## src/design/ftib_pkg.sv

```systemverilog
// ftib_pkg: shared types and constants of the fan to triangle index batcher
// beat layouts, item kinds, capacity limits and the command passed front to back
// no dependencies
package ftib_pkg;

  // capacity limits of one batch
  localparam int unsigned BATCH_MAX_VERTICES = 4096;
  localparam int unsigned BATCH_MAX_INDICES  = 12288;
  localparam int unsigned MAX_POLY_VERTS     = 16;

  // state widths
  localparam int unsigned VFILL_W = 17;
  localparam int unsigned IFILL_W = 14;

  // command queue depth and pointer width
  localparam int unsigned QUEUE_DEPTH = 4;
  localparam int unsigned QPTR_W      = $clog2(QUEUE_DEPTH);

  // item kinds
  typedef enum logic [1:0] {
    KIND_SUBMIT = 2'd0,
    KIND_FLUSH  = 2'd1,
    KIND_BEGIN  = 2'd2,
    KIND_END    = 2'd3
  } kind_e;

  // input beat
  typedef struct packed {
    kind_e       kind;
    logic [4:0]  fan_verts;
    logic [31:0] state_key;
  } in_beat_t;

  // result beat
  typedef struct packed {
    logic               accepted;
    logic               index_valid;
    logic [15:0]        vertex_index;
    logic               last;
    logic [13:0]        batch_index_count;
    logic [31:0]        batch_key;
    logic               pending;
    logic signed [31:0] saved_draws;
    logic [31:0]        state_change_total;
  } out_beat_t;

  // command from the front to the back: a fan stream or one ready-made result
  typedef struct packed {
    logic               fan;
    logic [VFILL_W-1:0] base;
    logic [4:0]         tris;
    out_beat_t          res;
  } cmd_t;

endpackage

```

## src/design/ftib_front.sv

```systemverilog
// ftib_front: accepts input beats, checks capacity and key, keeps batch state
// and statistics, and pushes one command per item into the queue
// depends on ftib_pkg
module ftib_front (
  input  logic              clk_i,
  input  logic              rst_ni,
  input  logic              in_valid_i,
  output logic              in_ready_o,
  input  ftib_pkg::in_beat_t in_beat_i,
  input  logic              q_full_i,
  output logic              q_push_o,
  output ftib_pkg::cmd_t    q_cmd_o
);
  import ftib_pkg::*;

  logic [VFILL_W-1:0] vfill_q, vfill_d;
  logic [IFILL_W-1:0] ifill_q, ifill_d;
  logic [31:0]        key_q, key_d;
  logic [31:0]        batched_q, batched_d;
  logic [31:0]        flushed_q, flushed_d;
  logic [31:0]        changes_q, changes_d;

  logic [4:0]  n;
  logic [4:0]  tris;
  logic [6:0]  need_i;
  logic        is_big, oversize, vfit, ifit, cap_ok, empty, key_mis, ok;

  assign in_ready_o = !q_full_i;
  assign q_push_o   = in_valid_i && in_ready_o;

  // capacity and key checks
  always_comb begin
    n        = in_beat_i.fan_verts;
    is_big   = n >= 5'd3;
    oversize = n > 5'(MAX_POLY_VERTS);
    tris     = n - 5'd2;
    need_i   = 7'({tris, 1'b0}) + 7'(tris);
    vfit     = (18'(vfill_q) + 18'(n)) <= 18'(BATCH_MAX_VERTICES);
    ifit     = (15'(ifill_q) + 15'(need_i)) <= 15'(BATCH_MAX_INDICES);
    cap_ok   = !oversize && (!is_big || (vfit && ifit));
    empty    = ifill_q == '0;
    key_mis  = cap_ok && !empty && (in_beat_i.state_key != key_q);
    ok       = cap_ok && !key_mis;
  end

  // command and next state
  always_comb begin
    vfill_d   = vfill_q;
    ifill_d   = ifill_q;
    key_d     = key_q;
    batched_d = batched_q;
    flushed_d = flushed_q;
    changes_d = changes_q;

    q_cmd_o          = '0;
    q_cmd_o.base     = vfill_q;
    q_cmd_o.tris     = tris;
    q_cmd_o.res.last = 1'b1;

    unique case (in_beat_i.kind)
      KIND_SUBMIT: begin
        if (cap_ok && empty) key_d = in_beat_i.state_key;
        if (key_mis) changes_d = changes_q + 32'd1;
        if (ok) begin
          batched_d            = batched_q + 32'd1;
          q_cmd_o.res.accepted = 1'b1;
          if (is_big) begin
            q_cmd_o.fan = 1'b1;
            vfill_d     = vfill_q + VFILL_W'(n);
            ifill_d     = ifill_q + IFILL_W'(need_i);
          end
        end
      end
      KIND_FLUSH: begin
        if (!empty) begin
          q_cmd_o.res.batch_index_count = ifill_q;
          q_cmd_o.res.batch_key         = key_q;
          flushed_d                     = flushed_q + 32'd1;
        end
        vfill_d = '0;
        ifill_d = '0;
      end
      KIND_BEGIN: begin
        vfill_d   = '0;
        ifill_d   = '0;
        key_d     = '0;
        batched_d = '0;
        flushed_d = '0;
        changes_d = '0;
      end
      KIND_END: begin
        if (!empty) begin
          q_cmd_o.res.pending     = 1'b1;
          q_cmd_o.res.saved_draws = batched_q - flushed_q;
        end
        q_cmd_o.res.state_change_total = changes_q;
      end
      default: ;
    endcase
  end

  // batch state and statistics
  always_ff @(posedge clk_i or negedge rst_ni) begin
    if (!rst_ni) begin
      vfill_q   <= '0;
      ifill_q   <= '0;
      key_q     <= '0;
      batched_q <= '0;
      flushed_q <= '0;
      changes_q <= '0;
    end else if (q_push_o) begin
      vfill_q   <= vfill_d;
      ifill_q   <= ifill_d;
      key_q     <= key_d;
      batched_q <= batched_d;
      flushed_q <= flushed_d;
      changes_q <= changes_d;
    end
  end

  // a batch holds vertices exactly when it holds indices
  assert property (@(posedge clk_i) disable iff (!rst_ni)
    (vfill_q == '0) == (ifill_q == '0))
    else $error("vertex and index fill disagree on empty batch");

  // fills stay within capacity
  assert property (@(posedge clk_i) disable iff (!rst_ni)
    (18'(vfill_q) <= 18'(BATCH_MAX_VERTICES)) &&
    (15'(ifill_q) <= 15'(BATCH_MAX_INDICES)))
    else $error("batch fill beyond capacity");

endmodule

```

## src/design/ftib_queue.sv

```systemverilog
// ftib_queue: short command queue between the front and the back
// depends on ftib_pkg
module ftib_queue (
  input  logic           clk_i,
  input  logic           rst_ni,
  input  logic           push_i,
  input  ftib_pkg::cmd_t cmd_i,
  output logic           full_o,
  input  logic           pop_i,
  output logic           valid_o,
  output ftib_pkg::cmd_t head_o
);
  import ftib_pkg::*;

  cmd_t             mem_q [QUEUE_DEPTH];
  logic [QPTR_W-1:0] wptr_q, rptr_q;
  logic [QPTR_W:0]   cnt_q;
  logic              do_pop;

  assign full_o  = cnt_q == (QPTR_W+1)'(QUEUE_DEPTH);
  assign valid_o = cnt_q != '0;
  assign head_o  = mem_q[rptr_q];
  assign do_pop  = pop_i && valid_o;

  // storage
  always_ff @(posedge clk_i) begin
    if (push_i) mem_q[wptr_q] <= cmd_i;
  end

  // pointers and fill count
  always_ff @(posedge clk_i or negedge rst_ni) begin
    if (!rst_ni) begin
      wptr_q <= '0;
      rptr_q <= '0;
      cnt_q  <= '0;
    end else begin
      if (push_i) wptr_q <= wptr_q + QPTR_W'(1);
      if (do_pop) rptr_q <= rptr_q + QPTR_W'(1);
      cnt_q <= cnt_q + (QPTR_W+1)'(push_i) - (QPTR_W+1)'(do_pop);
    end
  end

  // never written while full
  assert property (@(posedge clk_i) disable iff (!rst_ni)
    full_o |-> !push_i)
    else $error("push into full command queue");

endmodule

```

## src/design/ftib_back.sv

```systemverilog
// ftib_back: turns queued commands into result beats, one beat per cycle
// unless the output stalls, walking triangles and corners of a fan;
// holds the output register; depends on ftib_pkg
module ftib_back (
  input  logic               clk_i,
  input  logic               rst_ni,
  input  logic               q_valid_i,
  input  ftib_pkg::cmd_t     q_head_i,
  output logic               q_pop_o,
  output logic               out_valid_o,
  input  logic               out_ready_i,
  output ftib_pkg::out_beat_t out_beat_o
);
  import ftib_pkg::*;

  logic [4:0]         tri_q;
  logic [1:0]         corner_q;
  logic               out_valid_q;
  out_beat_t          out_q;

  logic               load, fan_last;
  logic [VFILL_W-1:0] off;
  out_beat_t          beat;

  assign load     = q_valid_i && (!out_valid_q || out_ready_i);
  assign fan_last = (tri_q == (q_head_i.tris - 5'd1)) && (corner_q == 2'd2);
  assign q_pop_o  = load && (!q_head_i.fan || fan_last);

  // corner index: base, base+t+1, base+t+2
  always_comb begin
    off  = (corner_q == 2'd0) ? '0 : (VFILL_W'(tri_q) + VFILL_W'(corner_q));
    beat = q_head_i.res;
    if (q_head_i.fan) begin
      beat              = '0;
      beat.accepted     = 1'b1;
      beat.index_valid  = 1'b1;
      beat.vertex_index = 16'(q_head_i.base + off);
      beat.last         = fan_last;
    end
  end

  // fan walk counters
  always_ff @(posedge clk_i or negedge rst_ni) begin
    if (!rst_ni) begin
      tri_q    <= '0;
      corner_q <= '0;
    end else if (load && q_head_i.fan) begin
      if (corner_q == 2'd2) begin
        corner_q <= '0;
        tri_q    <= fan_last ? 5'd0 : tri_q + 5'd1;
      end else begin
        corner_q <= corner_q + 2'd1;
      end
    end
  end

  // output register
  always_ff @(posedge clk_i or negedge rst_ni) begin
    if (!rst_ni) begin
      out_valid_q <= 1'b0;
    end else if (load) begin
      out_valid_q <= 1'b1;
    end else if (out_ready_i) begin
      out_valid_q <= 1'b0;
    end
  end

  always_ff @(posedge clk_i) begin
    if (load) out_q <= beat;
  end

  assign out_valid_o = out_valid_q;
  assign out_beat_o  = out_q;

  // corner counter never reaches three
  assert property (@(posedge clk_i) disable iff (!rst_ni)
    corner_q != 2'd3)
    else $error("corner counter out of range");

  // a fan walk in progress stays within the fan's triangles
  assert property (@(posedge clk_i) disable iff (!rst_ni)
    (q_valid_i && q_head_i.fan) |-> (tri_q < q_head_i.tris - 5'd1 || fan_last ||
                                     tri_q == q_head_i.tris - 5'd1))
    else $error("triangle counter beyond fan");

  // a loaded index beat always reports an accepted polygon
  assert property (@(posedge clk_i) disable iff (!rst_ni)
    (load && q_head_i.fan) |=> (out_q.accepted && out_q.index_valid))
    else $error("index beat without accepted flag");

endmodule

```

## src/design/fan_to_triangle_index_batcher_unit.sv

```systemverilog
// fan_to_triangle_index_batcher_unit: top level of the triangle fan batcher
// joins front, command queue and back; depends on ftib_pkg and the ftib modules
//
// usage
//   input channel in_valid_i/in_ready_o carries one item per beat: submit,
//   flush, begin or end. output channel out_valid_o/out_ready_i carries result
//   beats; last marks the final beat of an item.
//   the front checks an item and updates batch state in the cycle it is taken,
//   then queues one command (four entries deep). the back turns each command
//   into beats from a registered output stage.
//   the first result beat passes the queue write, then the output register,
//   before it is valid on the output channel.
//   throughput: one result beat per cycle while out_ready_i is high, set by
//   the back's single output register; an accepted fan of n vertices gives
//   3*(n-2) beats, every other item one beat.
//   the front keeps taking items while the queue has room, so a stalled
//   receiver only holds the back; once four commands wait, in_ready_o drops.
//   reset clears batch state, statistics, queue and output valid; there is no
//   clearing pass and items are taken as soon as reset is released.
module fan_to_triangle_index_batcher_unit (
  input  logic                clk_i,
  input  logic                rst_ni,
  input  logic                in_valid_i,
  output logic                in_ready_o,
  input  ftib_pkg::in_beat_t  in_beat_i,
  output logic                out_valid_o,
  input  logic                out_ready_i,
  output ftib_pkg::out_beat_t out_beat_o
);
  import ftib_pkg::*;

  logic q_full, q_push, q_pop, q_valid;
  cmd_t q_cmd, q_head;

  // checking and batch state
  ftib_front u_front (
    .clk_i      (clk_i),
    .rst_ni     (rst_ni),
    .in_valid_i (in_valid_i),
    .in_ready_o (in_ready_o),
    .in_beat_i  (in_beat_i),
    .q_full_i   (q_full),
    .q_push_o   (q_push),
    .q_cmd_o    (q_cmd)
  );

  // command queue
  ftib_queue u_queue (
    .clk_i   (clk_i),
    .rst_ni  (rst_ni),
    .push_i  (q_push),
    .cmd_i   (q_cmd),
    .full_o  (q_full),
    .pop_i   (q_pop),
    .valid_o (q_valid),
    .head_o  (q_head)
  );

  // result beat generation
  ftib_back u_back (
    .clk_i       (clk_i),
    .rst_ni      (rst_ni),
    .q_valid_i   (q_valid),
    .q_head_i    (q_head),
    .q_pop_o     (q_pop),
    .out_valid_o (out_valid_o),
    .out_ready_i (out_ready_i),
    .out_beat_o  (out_beat_o)
  );

endmodule
```

## config.mk

```make
export PLATFORM = sky130hd
export DESIGN_NAME = fan_to_triangle_index_batcher_unit
export DESIGN_NICKNAME = d
export VERILOG_FILES = /design/src/design/ftib_pkg.sv /design/src/design/ftib_front.sv /design/src/design/ftib_queue.sv /design/src/design/ftib_back.sv /design/src/design/fan_to_triangle_index_batcher_unit.sv
export SDC_FILE = /design/constraint.sdc
export NUM_CORES = 1
export LEC_CHECK = 0
export BUFFER_PORTS_ARGS = -buffer_cell sky130_fd_sc_hd__buf_2
export CORE_ASPECT_RATIO = 1.1
export CORE_MARGIN = 2
export CORE_UTILIZATION = 31
export DETAILED_ROUTE_END_ITERATION = 6
export PLACE_DENSITY_LB_ADDON = 0.1
export SLEW_MARGIN = 20
export SYNTH_ARGS = -nofsm -noshare
export SYNTH_HDL_FRONTEND = slang
export SYNTH_SLANG_ARGS = --single-unit
```

## constraint.sdc

```tcl
create_clock -name clk_i -period 9.3 [get_ports clk_i]
set_clock_uncertainty 0.15 [all_clocks]
set_input_delay 0.93 -clock clk_i [delete_from_list [all_inputs] [get_ports clk_i]]
set_output_delay 0.93 -clock clk_i [all_outputs]
set_load 0.1 [all_outputs]
```

# After elaboration in Yosys (flattened, before gate mapping)
# Memory sizes are Yosys's and may differ from the RTL's.
# Index checks and enable logic that the tools add are counted.
dict set report word_totals {
  regBits 304
  ram_bits 540
  input_bits 43
  output_inout_bits 132
  mem_count 1
}
dict set report op_classes {
  addsub 19
  magnitude_cmp 4
  eq_ne 12
  mux 31
  n_reduce_logical 37
}
# name depth word_bits read_ports rd_ports_with_merged_regs wr line
set mem_list {}
lappend mem_list {u_queue.mem_q 4 135 1 0 1 ftib_queue.sv:15} ;# cmd_t mem_q [QUEUE_DEPTH];
# op n
set op_table {}
lappend op_table {{$pmux 32 s2} 4}
lappend op_table {{$mux 128} 1}
lappend op_table {{$mux 32} 4}
lappend op_table {{$add 32x1->32 const B} 3}
lappend op_table {{$mux 46} 2}
lappend op_table {{$mux 65} 1}
lappend op_table {{$mux 17} 2}
lappend op_table {{$pmux 17 s2} 1}
lappend op_table {{$mux 33} 1}
lappend op_table {{$ne 32x32->1} 1}
lappend op_table {{$sub 32x32->32} 1}
lappend op_table {{$mux 14} 2}
lappend op_table {{$pmux 14 s2} 1}
lappend op_table {{$add 17x5->18} 1}
lappend op_table {{$le 18x13->1 const B} 1}
lappend op_table {{$add 17x5->17} 1}
lappend op_table {{$add 16x16->16} 1}
lappend op_table {{$mux 16} 1}
lappend op_table {{$add 14x7->15} 1}
lappend op_table {{$le 15x14->1 const B} 1}
lappend op_table {{$add 14x7->14} 1}
lappend op_table {{$logic_not 14->1} 1}
lappend op_table {{$logic_and 1x1->1} 12}
lappend op_table {{$reduce_and 3->1} 4}
lappend op_table {{other kinds (27)} 54}

# Logic depth before layout (Yosys ltp)
# Gate-level depths: netlist of the first run.
dict set report depth {
  ltp_word 13
  ltp_mapped 21
  mapped_depth_nobuf 19
}

# Modules after synthesis
# From an unflattened synthesis of the first run, not the netlist that was laid out.
dict set report unflattened {
  hier_cells 2800
  area_unflattened_um2 40830.4
}
# module instances cells_each area_per_inst_um2 seq_area_each_um2
set by_module_without_submodules {}
lappend by_module_without_submodules {ftib_queue 1 834 22466.5 18552.8}
lappend by_module_without_submodules {ftib_front 1 1548 12435.7 3978.8}
lappend by_module_without_submodules {ftib_back 1 418 5928.2 4103.9}

# Worst setup path before layout of the first run
# No wires, ideal clock.
dict set report synth_path {
  kind {input -> register}
  startpoint {input port out_ready_i}
  endpoint {register u_back.tri_q[4]}
  t_arrival_ps 9404
  t_required_ps 9055
  slack_ps -350
  stages 5
  path_buffers 0
  path_cell_list {inv_1 > a21oi_1 > nand3_1 > or2_2 > o31ai_1}
}
dict set report synth_between {
  elab_chain_len 4
}
# element line
set synth_rtl {}
lappend synth_rtl {{start, declared} fan_to_triangle_index_batcher_unit.sv:27} ;# input logic out_ready_i,
lappend synth_rtl {{$logic_or 1x1->1} ftib_back.sv:25} ;# assign load = q_valid_i && (!out_valid_q || out_ready_i);
lappend synth_rtl {{$logic_and 1x1->1} ftib_back.sv:25}
lappend synth_rtl {{named net u_back.load} ftib_back.sv:21} ;# logic load, fan_last;
lappend synth_rtl {{$logic_and 1x1->1} ftib_back.sv:47} ;# end else if (load && q_head_i.fan) begin
lappend synth_rtl {{$reduce_and 2->1 (no source line)} n/a}
lappend synth_rtl {{end signal, assigned} ftib_back.sv:50} ;# tri_q <= fan_last ? 5'd0 : tri_q + 5'd1;
lappend synth_rtl {{end, declared} ftib_back.sv:16} ;# logic [4:0] tri_q;
# The timed path passes the listed nets, and every way through them passes these cells.
# A chain may end at the register's enable or synchronous reset.

==> flow_metrics.tcl, run 1 <==
set metrics [dict create \
    slew_headroom_pct 27.63 \
    dp_hpwl_um 58210 \
    final_max_slew_viol_count 0 \
    cpMaxStageDelayCell "or4_2" \
    start_kind "input port" \
    powerDensity_nw_per_um2 344.5 \
    rsz0062_at_grt "false" \
    initial_core_util_pct 31.16 \
    hold_violations 0 \
    cp_common_cell "ha_1" \
    setup_viol 0 \
    final_layout_size_suffix_gt1_share_pct 18.29 \
    cts_root_buf "clkbuf_16" \
    die_area_sq_um 122600 \
    drtPass1Iterations 7 \
    antenna_found_initial 5 \
    reg2reg_depth 12 \
    required_ns 9.72 \
    routedWlPerCell_um 21.46 \
    rows 133 \
    drt_iter0_drc 1282 \
    clkSinkCount 840 \
    yosysUniqueCellTypes 80 \
    crit_arrival_ns 6.49 \
    track_usage_pct 15.34 \
    grt_pass1_wl_um 144000 \
    timing.final.crit_share_pct 65.21 \
    cts_resized 0 \
    multi_input_area_sq_um 12070 \
    die_y_um 367.0 \
    vdd_drop_max_mv 0.2501 \
    grt_start_max_net_pins 101 \
    worstSkewPairLatency_ns 0.69 \
    path_clk_slew_ns 0.06 \
    post_cts_buffers 0 \
    crit_type "in -> reg" \
    pin_count 175 \
    dp_slack_ns 2.517 \
    syn_area_sq_um 37130 \
    numPortBuffers 174 \
    grt_pass1_vias 23315 \
    ant_nets 0 \
    ys_async_sr_fraction_pct 20.71 \
    min_path_type "in -> async" \
    syn_nets 2665 \
    areaGrowthSynthToFinish_pct 15.85 \
    cts_buffers 95 \
    synth_flop_cell "edfxtp_1" \
    via_per_inst 5.011 \
    yosysWarnings 0 \
    cp_max_fo 31 \
    max_freq_mhz 164.9 \
    end_kind "register" \
    routed_wl_um 93750 \
    p_leak_nw 15.96 \
    yosysSeqAreaShare_pct 65.59 \
    cts_max_path_buffers 3 \
    tightest_slew_ns 1.086 \
    num-fill-cells 11427 \
    synth_edf_count 666 \
    outcome "finished clean" \
    reg2reg_to "u_front.changes_q[31]" \
    tns_ns 0 \
    fin_ws_ns 3.235 \
    post-route-drc-count 0 \
    max_cap_viol_count 0 \
    nets 2859 \
    crit_chain "buf_2, inv_1, ha_1, xor2_1, ha_1, inv_1, nor2_1, o21ai_0, nand2b_1, ha_1, o2111ai_2, a21oi_2, a21boi_2, nor3b_1, or3_4, a211oi_4, buf_4, nor2_2, or4_2, o41ai_1" \
    register_area_sq_um 24360 \
    slowest_delay_ns 1.06 \
    gp_congestion 0.7956 \
    timing.rr.start "u_front.vfill_q[0]" \
    overflow 0 \
    r2r_slack_ns 4.29 \
    ctsHoldBuffers 0 \
    syn_inst 2541 \
    h-tree-depth 3 \
    finalCriticalPeriod_ns 6.065 \
    die_w_um 334.0 \
    ys_seq_elements 840 \
    core_sq_um 119100 \
    cts_tree "done" \
    syn_avg_cell_area_sq_um 14.61 \
    num_vias 21888 \
]
## flip-flops by register name (all words and copies together) (netlist names)
register            cells
u_back.corner_q         2
u_front.changes_q      32
u_queue.rptr_q          2
u_queue.wptr_q          2
u_queue.cnt_q           3
u_front.key_q          32
u_front.vfill_q        17
u_front.flushed_q      32
u_back.out_valid_o      1
u_front.ifill_q        14
u_back.tri_q            5
u_back.out_beat_o     130
u_queue.mem_q         536
u_front.batched_q      32
## worst max-delay path, delay by kind of cell
kind	cells	cell delay, ns
AOI/OAI and AO/OA	6	1.52
adders and majority gates	3	1.04
xor gates and xnor gates	1	0.40
and+or+nand+nor	6	1.86
buffers and inverters	4	0.72
## metal layers
layer / up-vias / routed length, um / global-route usage [%]
li1: 10076 / - / -
met1: 11309 / 41320 / 20.01
met2: 404 / 46900 / 26.30
met3: 99 / 3835 / 2.464
met4: 0 / 1689 / 4.427
met5: - / 0 / 0
## worst max-delay path by stage
stage | cells past startpoint | to | startpoint
after global placement | 20 | u_front.changes_q[31] | in_beat_i[33]
final | 20 | u_front.changes_q[31] | in_beat_i[33]
after floorplan | 9 | u_queue.cnt_q[2] | u_back.out_valid_o
after detailed placement | 20 | u_front.changes_q[31] | in_beat_i[33]
after CTS | 20 | u_front.changes_q[31] | in_beat_i[33]
after global routing | 20 | u_front.changes_q[31] | in_beat_i[33]
## layout make-up
| cell class | count | share of cell area [%] |
|---|---|---|
| antenna | 1 | 0.005818 |
| tap | 1552 | 4.515 |
| inverter | 93 | 0.8116 |
| timing repair buffer | 209 | 2.737 |
| clock inverter | 54 | 1.327 |
| multi-input combinational | 1496 | 28.07 |
| sequential | 840 | 56.64 |
| clock buffer | 123 | 5.894 |
## cells in the mapped netlist, types with 45 or more instances
library cell | number | area (sq um)
inv_1 | 91 | 341.6
a21oi_1 | 52 | 260.3
o21ai_0 | 83 | 415.4
dfrtp_1 | 174 | 4354
nor2_1 | 160 | 600.6
nand2_1 | 111 | 416.7
edfxtp_1 | 666 | 20000
clkbuf_1 | 89 | 334.1
ha_1 | 75 | 938.4
xor2_1 | 60 | 525.5
and3_1 | 45 | 281.5
xnor2_1 | 61 | 534.3
nand3_1 | 56 | 280.3
mux4_2 | 133 | 2995
and2_1 | 214 | 1339
## through the flow
| stage | area, sq um | power (mW) | hold slack [ns] | cells | util (%) |
|---|---|---|---|---|---|
| after global placement | 39900 | 11.26 | 0.3253 | 4190 | 33.49 |
| after CTS | 43010 | 15.13 | 0.04015 | 4367 | 36.10 |
| after floorplan | 37130 | 9.919 | 0.2899 | 2541 | - |
| after global routing | 43010 | 15.61 | 0.06902 | 4367 | 36.10 |
| after detailed placement | 39900 | 11.29 | 0.3422 | 4190 | 33.49 |
| final | 43010 | 14.82 | 0.04779 | 4368 | 36.10 |
## kinds of logic (layout without fill, tap and decap cells)
| kind of cell | Yosys count | after routing | synth area share [%] |
|---|---|---|---|
| other | 0 | 1 | 0 |
| AND/OR/NAND/NOR | 746 | 746 | 10.55 |
| AO/OA/AOI/OAI | 408 | 408 | 7.781 |
| adder cells (fa/ha/maj) | 81 | 81 | 2.851 |
| XOR/XNOR | 121 | 121 | 2.854 |
| flip-flops | 840 | 840 | 65.59 |
| buffers and inverters | 205 | 479 | 2.106 |
| multiplexers | 140 | 140 | 8.266 |
## cell usage in the layout (no fill, tap or decap), types with 7 or more instances in the layout
master,count
or3_1,7
nor4_1,21
o2bb2ai_1,8
nor3_1,39
and3_1,41
nor3b_1,12
o311ai_0,8
mux4_2,133
a211oi_1,11
o21a_1,9
and2_1,214
nor2b_1,17
nor2_1,160
nand2_1,111
a22o_1,41
a21o_1,26
inv_1,91
clkbuf_16,97
clkbuf_1,25
xor2_1,60
nand2b_1,14
edfxtp_1,666
buf_2,173
o211ai_1,10
xnor2_1,61
a31oi_1,28
dfrtp_1,172
buf_4,32
clkinv_2,16
o21ai_0,83
o41ai_1,16
ha_1,74
o21bai_1,9
nand3_1,56
o31ai_1,41
bufinv_16,9
a21oi_1,50
clkinv_1,18
nand4_1,25
## power by group
part | total, mW | leakage (nW) | internal (mW) | switching [mW]
clock network | 3.75 | 1.50 | 2.18 | 1.57
logic | 5.56 | 5.70 | 1.46 | 4.11
registers | 5.50 | 8.77 | 5.15 | 0.350
Power figures use the tool's default switching activity.
==> run 2, diff against run 1 <==
==> constraint.sdc (replaced) <==
create_clock -name clk_i -period 6.33 [get_ports clk_i]
set_clock_uncertainty 0.15 [all_clocks]
set_input_delay 0.633 -clock clk_i [delete_from_list [all_inputs] [get_ports clk_i]]
set_output_delay 0.633 -clock clk_i [all_outputs]
set_load 0.1 [all_outputs]
==> run 2 against run 1 <==
Sequential power up 47%; non-clock buffer count up 26; final cell count up 0.57%; critical path depth up 2; combinational power up 47%; clock power up 43%; wire length down 0.83%; register-to-register slack worse by 2.7 ns; sequential cell count unchanged.
==> flow_metrics.tcl, run 2 (synthesis results as in run 1) <==
set metrics [dict create \
    h-tree-depth 3 \
    crit_chain "buf_2, inv_1, ha_1, xor2_1, buf_4, ha_1, inv_1, nor2_1, nor2_1, xnor2_1, ha_1, and3_1, a22oi_2, a21oi_1, a21boi_0, o2111ai_2, a2111oi_0, buf_4, a31oi_2, buf_4, and2_1, a211o_1" \
    dp_slack_ns 0.4652 \
    cts_root_buf "clkbuf_16" \
    finalCriticalPeriod_ns 5.221 \
    p_leak_nw 16.05 \
    drt_iter0_drc 1344 \
    final_cell_mix "666 x edfxtp_1, 214 x and2_1, 173 x buf_2" \
    cts_tree "done" \
    nets 2885 \
    end_kind "register" \
    routedWlPerCell_um 21.16 \
    path_clk_slew_ns 0.06 \
    critPathBufInv 6 \
    cpMaxStageDelayCell "a2111oi_0" \
    num-fill-cells 11417 \
    rows 133 \
    min_from "in_beat_i[4]" \
    grt_pass1_vias 23451 \
    post-route-drc-count 0 \
    whs_ns 0.05913 \
    cts_max_path_buffers 3 \
    register_area_sq_um 24360 \
    crit_arrival_ns 5.64 \
    die_y_um 367.0 \
    num_vias 21969 \
    p_total_mw 21.62 \
    reg2reg_to "u_front.vfill_q[5]" \
    initial_core_util_pct 31.16 \
    cp_max_fo 32 \
    post-route-util_pct 36.25 \
    largest_register "u_queue.mem_q" \
    grt_start_max_net_pins 135 \
    multi_input_area_sq_um 12060 \
    whs_path_depth 2 \
    outcome "finished clean" \
    rsz0062_at_grt "false" \
    numPortBuffers 174 \
    r2r_slack_ns 1.56 \
    worstSkewPairLatency_ns 0.70 \
    timing.rr.start "u_front.vfill_q[0]" \
    timing.final.crit_share_pct 82.48 \
    largest_reg_flops 536 \
    tightest_slew_ns 1.092 \
    vdd_drop_max_mv 0.3698 \
    fin_ws_ns 1.109 \
    dp_hpwl_um 56820 \
    tns_ns 0 \
    drtPass1Iterations 5 \
    slew_headroom_pct 26.53 \
    required_ns 6.75 \
    final_cells 4393 \
    hold_violations 0 \
    die_area_sq_um 122600 \
    min_path_type "in -> reg" \
    routed_wl_um 92970 \
    grt_pass1_wl_um 143500 \
    critPathTopFamily "compound AO/OA/AOI/OAI gates" \
    final_max_slew_viol_count 0 \
    clkSinkCount 840 \
    die_w_um 334.0 \
    gp_congestion 0.8044 \
    track_usage_pct 15.22 \
    dpl.cell_count 4193 \
    areaGrowthSynthToFinish_pct 16.33 \
    max_cap_viol_count 0 \
    pin_count 175 \
    final_layout_size_suffix_gt1_share_pct 18.06 \
    antenna_found_initial 7 \
    via_per_inst 5.001 \
    overflow 0 \
    start_kind "input port" \
    slowest_delay_ns 0.76 \
    core_sq_um 119100 \
    ant_nets 0 \
    hold_end "u_front.key_q[4]" \
    powerDensity_nw_per_um2 500.6 \
    max_freq_mhz 191.5 \
    setup_viol 0 \
    crit_type "in -> reg" \
    dpl-instance-area_sq_um 39940 \
    final_area_sq_um 43190 \
    reg2reg_depth 13 \
    cts_buffers 95 \
    final_common_cell "edfxtp_1" \
]
==> run 2: cell types whose count changed in the layout (fill, tap and decap cells not counted), sizes merged <==
cell / delta
clkinv: -3
dlygate4sd3: +23
inv: +1
clkbuf: +8
bufinv: -4
buf: +3
clkinvlp: -3
==> run 2: layer usage <==
layer / GRT usage, % / wire [um] / up-vias / part of all wire (%)
met5: 0 / 10 / - / 0.011
met4: 4.964 / 2078 / 2 / 2.2
met3: 2.469 / 3715 / 127 / 4.0
met2: 26.15 / 46590 / 421 / 50
met1: 19.54 / 40580 / 11295 / 44
li1: - / - / 10124 / -
==> run 2: layout make-up <==
type,count,share of cell area (%)
Sequential cell,840,56.40
Clock buffer,131,6.052
Inverter,93,0.8082
Timing Repair Buffer,235,3.369
Multi-Input combinational cell,1496,27.93
Clock inverter,45,0.9415
Tap cell,1552,4.496
Antenna cell,1,0.005794
==> run 2: power by group <==
group,switching [mW],leakage (nW),internal [mW]
Combinational,6.04,5.81,2.15
Clock,2.28,1.47,3.10
Sequential,0.488,8.77,7.57
Total,8.80,16.0,12.8
==> run 2: what timing repair did <==
item	in CTS	in global routing
setup endpoints to repair	0	0
setup buffers	0	0
resized for setup	0	0
hold endpoints to repair	105	0
hold buffers	23	0
==> run 2: how the worst max path moves through the flow <==
stage / from / slack, ns / to / depth (start not counted)
floorplan: u_queue.cnt_q[2] / 0.92 / u_queue.mem_q[0][0] / 3
global placement: in_beat_i[33] / 0.45 / u_front.batched_q[5] / 22
detailed placement: in_beat_i[33] / 0.47 / u_front.batched_q[6] / 22
CTS: in_beat_i[33] / 1.17 / u_front.batched_q[6] / 22
global route: in_beat_i[33] / 0.68 / u_front.batched_q[5] / 22
finish: in_beat_i[33] / 1.11 / u_front.batched_q[6] / 22
==> run 2: worst register-to-register path: cells and delay by family (launching register included) <==
family	cells	cell delay [ns]
AOI/OAI and AO/OA	8	2.85
adders and majority gates	2	0.68
buffers and inverters	2	0.50
DFF	1	0.45
and+or+nand+nor	1	0.06
==> run 3, diff against run 2 <==
==> constraint.sdc (replaced) <==
create_clock -name clk_i -period 4.3 [get_ports clk_i]
set_clock_uncertainty 0.15 [all_clocks]
set_input_delay 0.43 -clock clk_i [delete_from_list [all_inputs] [get_ports clk_i]]
set_output_delay 0.43 -clock clk_i [all_outputs]
set_load 0.1 [all_outputs]
==> run 3 against run 2 <==
Sequential share of layout area decreased by 2.2 points; via count rose by 2.8%; non-clock buffer count is 119 higher; clock power is 64% higher.
==> flow_metrics.tcl, run 3 (synthesis results as in run 1) <==
set metrics [dict create \
    die_area_sq_um 122600 \
    initial_core_util_pct 31.16 \
    crit_arrival_ns 4.62 \
    drt_iter0_drc 1432 \
    worstSkewPairLatency_ns 0.71 \
    final_common_cell "edfxtp_1" \
    routedWlPerCell_um 21.02 \
    track_usage_pct 15.57 \
    tightest_slew_ns 0.8621 \
    final_layout_size_suffix_gt1_share_pct 23.00 \
    crit_start "in_beat_i[33]" \
    num_vias 22583 \
    cts_tree "done" \
    ant_nets 0 \
    whs_path_depth 3 \
    p_leak_nw 16.92 \
    reg2reg_depth 15 \
    largest_reg_flops 536 \
    final_max_slew_viol_count 0 \
    required_ns 4.73 \
    hold_end "u_queue.mem_q[3][113]" \
    timing.final.crit_share_pct 97.52 \
    finalCriticalPeriod_ns 4.193 \
    min_path_type "in -> reg" \
    nets 3004 \
    seqPwrFrac_pct 35.6 \
    outcome "finished clean" \
    start_kind "input port" \
    slowest_delay_ns 0.42 \
    gp_congestion 0.8135 \
    hold_violations 0 \
    cts_buffers 95 \
    antenna_found_initial 5 \
    cts_max_path_buffers 3 \
    tns_ns 0 \
    core_sq_um 119100 \
    pin_count 175 \
    max_cap_viol_count 0 \
    min_from "in_beat_i[33]" \
    areaGrowthSynthToFinish_pct 21.06 \
    cts_root_buf "clkbuf_16" \
    final_cell_mix "666 x edfxtp_1, 214 x and2_1, 172 x buf_2" \
    overflow 0 \
    slew_headroom_pct 42.52 \
    via_per_inst 5.003 \
    p_int_mw 19.93 \
    grt_start_max_net_pins 127 \
    grt_pass1_vias 24010 \
    crit_chain "buf_2, clkinvlp_4, ha_4, xor2_4, ha_4, inv_2, o21bai_1, a21oi_2, xnor2_2, ha_2, buf_4, nor2_1, a21oi_2, a21boi_4, buf_4, o21a_1, o2111ai_4, a211oi_4, nor2_4, or4_4, buf_6, buf_12, o41ai_2" \
    whs_ns 0.09486 \
    critPathTopFamily "compound AO/OA/AOI/OAI gates" \
    timing.rr.start "u_front.vfill_q[0]" \
    end_kind "register" \
    numPortBuffers 174 \
    r2r_slack_ns 0.34 \
    routed_wl_um 94880 \
    clkSinkCount 840 \
    p_total_mw 33.03 \
    path_clk_slew_ns 0.06 \
    p_switching_mw 13.10 \
    largest_register "u_queue.mem_q" \
    swShare_pct 39.67 \
    post-route-drc-count 0 \
    clkPwrFrac_pct 26.7 \
    cpMaxStageDelayCell "or4_4" \
    post-route-util_pct 37.72 \
    die_w_um 334.0 \
    drtPass1Iterations 5 \
    crit_type "in -> reg" \
    cp_max_fo 23 \
    h-tree-depth 3 \
    dp_hpwl_um 60260 \
    grt_pass1_wl_um 146600 \
    max_freq_mhz 238.5 \
    rows 133 \
    vdd_drop_max_mv 0.5402 \
    reg2reg_to "u_front.batched_q[24]" \
    critPathBufInv 7 \
    powerDensity_nw_per_um2 735.0 \
    die_y_um 367.0 \
    setup_viol 0 \
    combPwrFrac_pct 37.8 \
]
==> run 3: worst max path at each step <==
stage                                        to  slack (ns)  depth (start not counted)
after global placement    u_front.batched_q[30]       -0.51                         20
after global routing       u_front.batched_q[8]       -0.03                         22
after detailed placement  u_front.batched_q[28]       -0.57                         18
after floorplan                u_queue.cnt_q[2]       -0.28                          9
final                     u_front.changes_q[11]        0.11                         23
after CTS                 u_front.batched_q[24]       0.006                         17
==> run 3: worst min-delay path, cell delays in order <==
cell and delay, ns:
buf_2 0.12, clkinvlp_4 0.12, buf_4 0.14
==> run 3: cell type report <==
type	count	area (sq um)
inverter	93	356.6
clock buffer	113	2506
fill	11245	74200
antenna	1	2.502
clock inverter	65	900.9
multi-input combinational	1496	12300
sequential	840	24360
timing repair buffer	354	2569
tap	1552	1942
==> run 3: metrics by stage <==
stage,worst slack (ns),area [sq um],instances
final,0.1068,44950,4514
after global routing,-0.03367,44940,4513
after CTS,0.005588,44690,4496
after detailed placement,-0.5660,40930,4283
after global placement,-0.5138,40930,4283
after floorplan,-0.2755,37310,2541
==> run 3: what timing repair did <==
item	in CTS	in global routing
endpoints found under the setup margin	0	135
endpoints found under the hold margin	93	0
buffers inserted	0	18
hold buffers	35	0
resized for setup	0	30
==> run 3: power groups by stage <==
| stage | sequential [mW] | clock, mW | combinational (mW) |
|---|---|---|---|
| CTS | 11.8 | 9.09 | 12.7 |
| floorplan | 16.4 | 0 | 5.00 |
| global route | 11.9 | 9.40 | 13.4 |
| finish | 11.7 | 8.81 | 12.5 |
| detailed placement | 11.9 | 0 | 12.6 |
| global placement | 11.9 | 0 | 12.6 |
==> run 3: per-layer routing <==
metal,global-route usage [%],wire [um]
met2,27.34,48370
met1,19.59,40470
met3,2.199,3394
met4,5.345,2644
met5,0,0
